### config.mk
export PLATFORM = sky130hd
export DESIGN_NAME = zspf_geom
export DESIGN_NICKNAME = d
export VERILOG_FILES = /design/src/hw/rtl/zspf_pkg.sv /design/src/hw/rtl/zspf_geom.sv
export SDC_FILE = /design/constraint.sdc
export NUM_CORES = 1
export LEC_CHECK = 0
export BUFFER_PORTS_ARGS = -buffer_cell sky130_fd_sc_hd__buf_4
export CAP_MARGIN = 20
export CORE_ASPECT_RATIO = 0.5
export CORE_MARGIN = 2
export CORE_UTILIZATION = 60
export DETAILED_ROUTE_END_ITERATION = 16
export MAX_ROUTING_LAYER = met4
export PLACE_DENSITY = 0.93
export SYNTH_ARGS = -nofsm -noshare
export SYNTH_HDL_FRONTEND = slang
export SYNTH_SLANG_ARGS = --single-unit
export TNS_END_PERCENT = 100
### constraint.sdc
create_clock -name clk -period 18.5 [get_ports clk]
set_input_delay 0.925 -clock clk [delete_from_list [all_inputs] [get_ports clk]]
set_output_delay 0.925 -clock clk [all_outputs]
set_load 0.01 [all_outputs]
### src/hw/rtl/zspf_pkg.sv
package zspf_pkg;

  // Input item kinds, carried on s_tuser.
  localparam logic [1:0] CMD_TILE_WR = 2'd0;
  localparam logic [1:0] CMD_PIX_WR  = 2'd1;
  localparam logic [1:0] CMD_RENDER  = 2'd2;

  // Configuration register indexes.
  localparam logic [1:0] REG_ZOOM   = 2'd0;
  localparam logic [1:0] REG_XPOS   = 2'd1;
  localparam logic [1:0] REG_YPOS   = 2'd2;
  localparam logic [1:0] REG_FLIP_X = 2'd3;

  // Tile RAM: 512 tiles of four bytes each.
  localparam int TILE_ROWS   = 512;
  localparam int TILE_ROW_W  = 9;

  // Geometry constants of the start point derivation.
  localparam logic signed [31:0] X_ORIGIN      = 32'sd4096;
  localparam logic signed [31:0] X_WRAP_LIMIT  = 32'sd3588;
  localparam logic signed [31:0] Y_WRAP_BASE   = -32'sd256;
  localparam logic signed [31:0] Y_WRAP_STEP   = 32'sd512;
  localparam logic signed [31:0] Y_OFFSET      = 32'sd12;
  localparam logic [31:0]        X_ZOOM_SCALE  = 32'd3740;
  localparam logic [31:0]        Y_ZOOM_SCALE  = 32'd846;
  localparam logic [31:0]        X_FLIP_BASE   = 32'h007F_FFFF;
  localparam logic [2:0]         PEN_CLEAR     = 3'd7;

  // Start point and mode derived from the configuration registers.
  typedef struct packed {
    logic [31:0] startx;
    logic [31:0] starty;
    logic        flip;
    logic        zoom_nz;
  } geom_t;

  // Stage load enables from the pipeline control.
  typedef struct packed {
    logic ld1;
    logic ld2;
    logic ld3;
  } pipe_ctrl_t;

  // Item leaving the coordinate stage.
  typedef struct packed {
    logic [1:0]  cmd;
    logic [18:0] addr;
    logic [7:0]  data;
    logic        inrange;
    logic [2:0]  px;
    logic [2:0]  py;
  } item2_t;

  // Item leaving the pixel fetch stage.
  typedef struct packed {
    logic [1:0] cmd;
    logic       drawable;
    logic [4:0] colour;
    logic [2:0] pix;
  } item3_t;

endpackage

### src/hw/rtl/zspf_geom.sv
module zspf_geom (
  input  logic               clk,
  input  logic [11:0]        zoom,
  input  logic [11:0]        x_position,
  input  logic [8:0]         y_position,
  input  logic               flip_x,
  output zspf_pkg::geom_t    geom
);
  import zspf_pkg::*;

  geom_t geom_next;

  // Start point in 16.16 fixed point from position, zoom and flip.
  always_comb begin
    logic signed [31:0] sx;
    logic signed [31:0] sy;
    logic [31:0]        sxu;
    logic [31:0]        syu;
    logic [31:0]        stx;
    logic [31:0]        sty;
    sx = X_ORIGIN - $signed({20'd0, x_position});
    if (sx > X_WRAP_LIMIT) begin
      sx = sx - X_ORIGIN;
    end
    sy = 32'sd0 - $signed({23'd0, y_position});
    if (sy <= (Y_WRAP_BASE + $signed({26'd0, zoom[11:6]}))) begin
      sy = sy + Y_WRAP_STEP;
    end
    sy  = sy + Y_OFFSET;
    sxu = unsigned'(sx);
    syu = unsigned'(sy);
    stx = (32'd0 - (sxu << 14)) + (X_ZOOM_SCALE * {20'd0, zoom});
    if (flip_x) begin
      stx = X_FLIP_BASE - stx;
    end
    sty = (32'd0 - (syu << 16)) + (Y_ZOOM_SCALE * {20'd0, zoom});
    geom_next.startx  = stx;
    geom_next.starty  = sty;
    geom_next.flip    = flip_x;
    geom_next.zoom_nz = (zoom != 12'd0);
  end

  always_ff @(posedge clk) begin
    geom <= geom_next;
  end

endmodule

# Word-level counts from Yosys, hierarchy flattened
# Cells that the tools add are included.
# Widths: inputs -> output; s select.
[word_totals]
ff_bits = 66
elab_cells = 23
output_inout_bits = 66
[classes]
muxes = 3
multipliers = 2
order_cmp = 2
n_reduce_logical = 1
n_addsub = 11
[op_table]
columns = ["op", "count"]
rows = [
  ["$sub 1x32->32 const A", 2],
  ["$add 32x22->32", 1],
  ["$add 32x24->32", 1],
  ["$mux 32", 1],
  ["$sub 23x32->32 const A", 1],
  ["$mul 10x12->22 const A", 1],
  ["$mul 9x12->21 const A", 1],
  ["$mux 18", 1],
  ["$add 16x5->16 const B", 1],
  ["$mux 16", 1],
  ["$sub 14x14->15 const B", 1],
  ["$gt 14x13->1 const B", 1],
  ["$sub 13x12->14 const A", 1],
  ["$add 10x11->12 const B", 1],
  ["$reduce_bool 12->1", 1],
  ["$add 9x7->10 const A", 1],
  ["$le 10x10->1", 1],
  ["$sub 1x9->10 const A", 1],
]

# Longest topological paths before layout
[depth]
depth_word = 7
mapped_depth = 30
depth_no_buf = 30

# Worst setup path before layout
# OpenSTA, ideal clock, no wires.
[synth_timing]
kind = "input to register"
startpoint = "input port zoom[1]"
endpoint = "register geom[61] in the netlist's numbering"
arrival_time_ns = 7.060
path_stages = 27
required_ns = 18.428
slack_ns = 11.368
setup_ns = 0.072
path_cell_list = "inv_1 > fa_1 > inv_1 > fa_1 > inv_1 > fa_1 > inv_1 > fa_1 > inv_1 > fa_1 > inv_1 > ha_1 > o211ai_1 > a211oi_1 > o211ai_1 > or4_1 > nand3_1 > ha_1 > nor2b_1 > o21ai_0 > nand3_1 > xor2_1 > ha_1 > nand2_1 > o21ai_0 > a221oi_1 > xnor2_1"
[synth_rtl]
columns = ["item", "line", "text"]
rows = [
  ["start: declaration", "zspf_geom.sv:3", "input logic [11:0] zoom,"],
  ["end signal: assignment", "zspf_geom.sv:44", "geom <= geom_next;"],
  ["end: declaration", "zspf_geom.sv:7", "output zspf_pkg::geom_t geom"],
]

==> impl_metrics.tcl <==
set metrics [dict create \
    wire_per_inst_um 17.2 \
    grt_max_degree 34 \
    cap_violations 0 \
    cts_hold_buf 0 \
    grt_pass1_wl_um 31800 \
    synth_top_family_by_area "adder cells" \
    cts_tree "yes" \
    drv_slew 0 \
    post-cts-setup-buffer-count 0 \
    antenna_found_initial 0 \
    whs_endpoint "geom[3]" \
    end_kind "flip-flop" \
    nFillCells 921 \
    cts_root_buf "clkbuf_16" \
    crit_arrival_ps 8060 \
    drc_errors 0 \
    cp_common_cell "inv_1" \
    rows 29 \
    yosysTopAreaCellShare 0.237 \
    dr.pass1.iters 5 \
    yosys_warnings 0 \
    fin_util 0.709 \
    tightestPinTransition_ps 759 \
    final_hold_viol_count 0 \
    cts_buffers 9 \
    nets 1204 \
    start_util 0.621 \
    critPathMaxFanout 6 \
    finalPower_mw 1.72 \
    final_layout_size_suffix_gt1_frac 0.144 \
    synth-seq-cells 63 \
    cts_sinks 63 \
    antenna_left 0 \
    dieHeight_um 85.4 \
    synth-compound-area-share 0.117 \
    slowest_delay_ps 540 \
    cts_buffer_depth 2 \
    multi_input_area_um2 6000 \
    drt-total-wl_um 19400 \
    synth-xor-area-share 0.107 \
    viasPerCell 5.67 \
    cp.required_ps 18770 \
    clk_transition_reported_paths_ps 60 \
    largest-register "geom" \
    ir_drop_v 0.000143 \
    htree_levels 3 \
    layout-area-overhead-vs-synth_pct 14.2 \
    syn_area_um2 7960 \
    synth-simple-area-share 0.115 \
    grt.overflow.total 0 \
    synth_nets 1117 \
    holdWs_ps 814 \
    yosys-mux-area-fraction 0.00928 \
    ctsResizeCount 0 \
    syn_area_per_cell_um2 9.20 \
    largest_reg_flops 63 \
    io_buffers 99 \
    synth_most_common_cell "inv_1" \
    synthFlopType "dfxtp_1" \
    fin_setup_tns_ps 0 \
    synth_cell_types 74 \
    synth_fa_ha_area_frac 0.405 \
    final-seq-area_um2 1260 \
    critical_path_class "input pin to flip-flop" \
    via_count 6386 \
    status "complete, no violations" \
    power_density_nw_per_um2 190 \
    finalSetupViolations 0 \
    place_congestion 0.963 \
    placed_cell_area_um2 8800 \
    yosys.area.top_type "ha_1" \
    die_x_um 167 \
    seq_area_frac_synth 0.159 \
    die-area_um2 14300 \
    drtIter0Drc 476 \
    synth_edf_count 0 \
    rsz0062_at_grt "false" \
    core_um2 12800 \
    pin_count 101 \
    layout_min_cycle_time_ps 7790 \
    synth_common_cells "156 x inv_1, 151 x ha_1, 66 x fa_1" \
    hold_path_class "input pin to flip-flop" \
    dp_hpwl_um 15800 \
    post-route-cell-area_um2 9080 \
    startpoint_type "input pin" \
    diodes 0 \
    cp_slowest_cell "fa_1" \
    min_period_over_period 0.421 \
    synth_area_leaders "ha_1 24%, fa_1 17%, dfxtp_1 16%" \
    fmax_ghz 0.128 \
    power.leakage_nw 4.54 \
    async_flop_share 0 \
    largestRegisters "geom: 63 flops" \
    track_usage 0.292 \
    grt_pass1_vias 6552 \
    syn_inst 865 \
    maxSlewHeadroom 0.493 \
    whs_path_depth 1 \
    min-delay-start "zoom[0]" \
]
[per-stage QoR]
step	worst slack [ps]	cells
after floorplan	11370	865
after global placement	10820	1111
after detailed placement	10540	1111
after CTS	10820	1127
after global routing	10350	1127
final	10710	1127
[worst max-delay path: cells and delay by family]
kind,cells,cell delay (ps)
adders and majority gates,8,3420
xor gates and xnor gates,2,380
and+or+nand+nor,5,1070
AOI/OAI and AO/OA,6,1710
buffers and inverters,7,520
[layout by cell type, fill, tap and decap left out, types with 5 or more instances in the layout]
master / instances
nand2_1: 27
nor2b_1: 11
xnor2_1: 62
buf_4: 99
nor3_1: 9
nor4_1: 5
a31oi_1: 5
ha_1: 151
a21o_1: 9
nor2_1: 40
a211oi_1: 5
nand2b_1: 10
o21ai_0: 33
fa_1: 66
inv_1: 156
dfxtp_1: 63
clkbuf_16: 9
o21a_1: 9
nand3_1: 16
and2_1: 6
xor2_1: 31
o41ai_1: 5
a21oi_1: 30
[layout make-up]
class,instances,share of cell area
inverter,156,0.0645
clock buffer,9,0.0248
tap,170,0.0234
timing repair buffer,99,0.0818
multi-input combinational,623,0.661
clock inverter,7,0.00592
sequential,63,0.139
[power breakdown]
group	switching [mW]	internal, mW	leakage (nW)	total (mW)
Sequential	0.0178	0.214	0.531	0.232
Clock	0.0733	0.0918	0.129	0.165
Combinational	0.723	0.604	3.88	1.33
Total	0.814	0.910	4.54	1.72
[how the worst max path moves through the flow]
stage | start | endpoint | slack [ps] | cells past startpoint
3_5_place_dp | zoom[1] | geom[61] | 10540 | 28
6_report | zoom[1] | geom[61] | 10710 | 28
4_1_cts | zoom[1] | geom[61] | 10820 | 28
2_1_floorplan | zoom[1] | geom[61] | 11370 | 27
5_1_grt | zoom[2] | geom[61] | 10350 | 30
3_3_place_gp | zoom[4] | geom[61] | 10820 | 31
[cells by family (layout without fill, tap and decap cells)]
group           after synthesis  after routing
flops                        63             63
mux                           7              7
buf+inv                     179            271
simple gates                163            163
fa+ha+maj                   218            218
xor+xnor                     95             95
other cells                   1              1
compound gates              139            139
[routing by layer]
layer  global-route usage  part of all wire
met1                0.353              0.43
met5                    -                 0
met4               0.0948             0.026
met2                0.493              0.48
met3               0.0611             0.062
(Power assumes the default switching activity.)
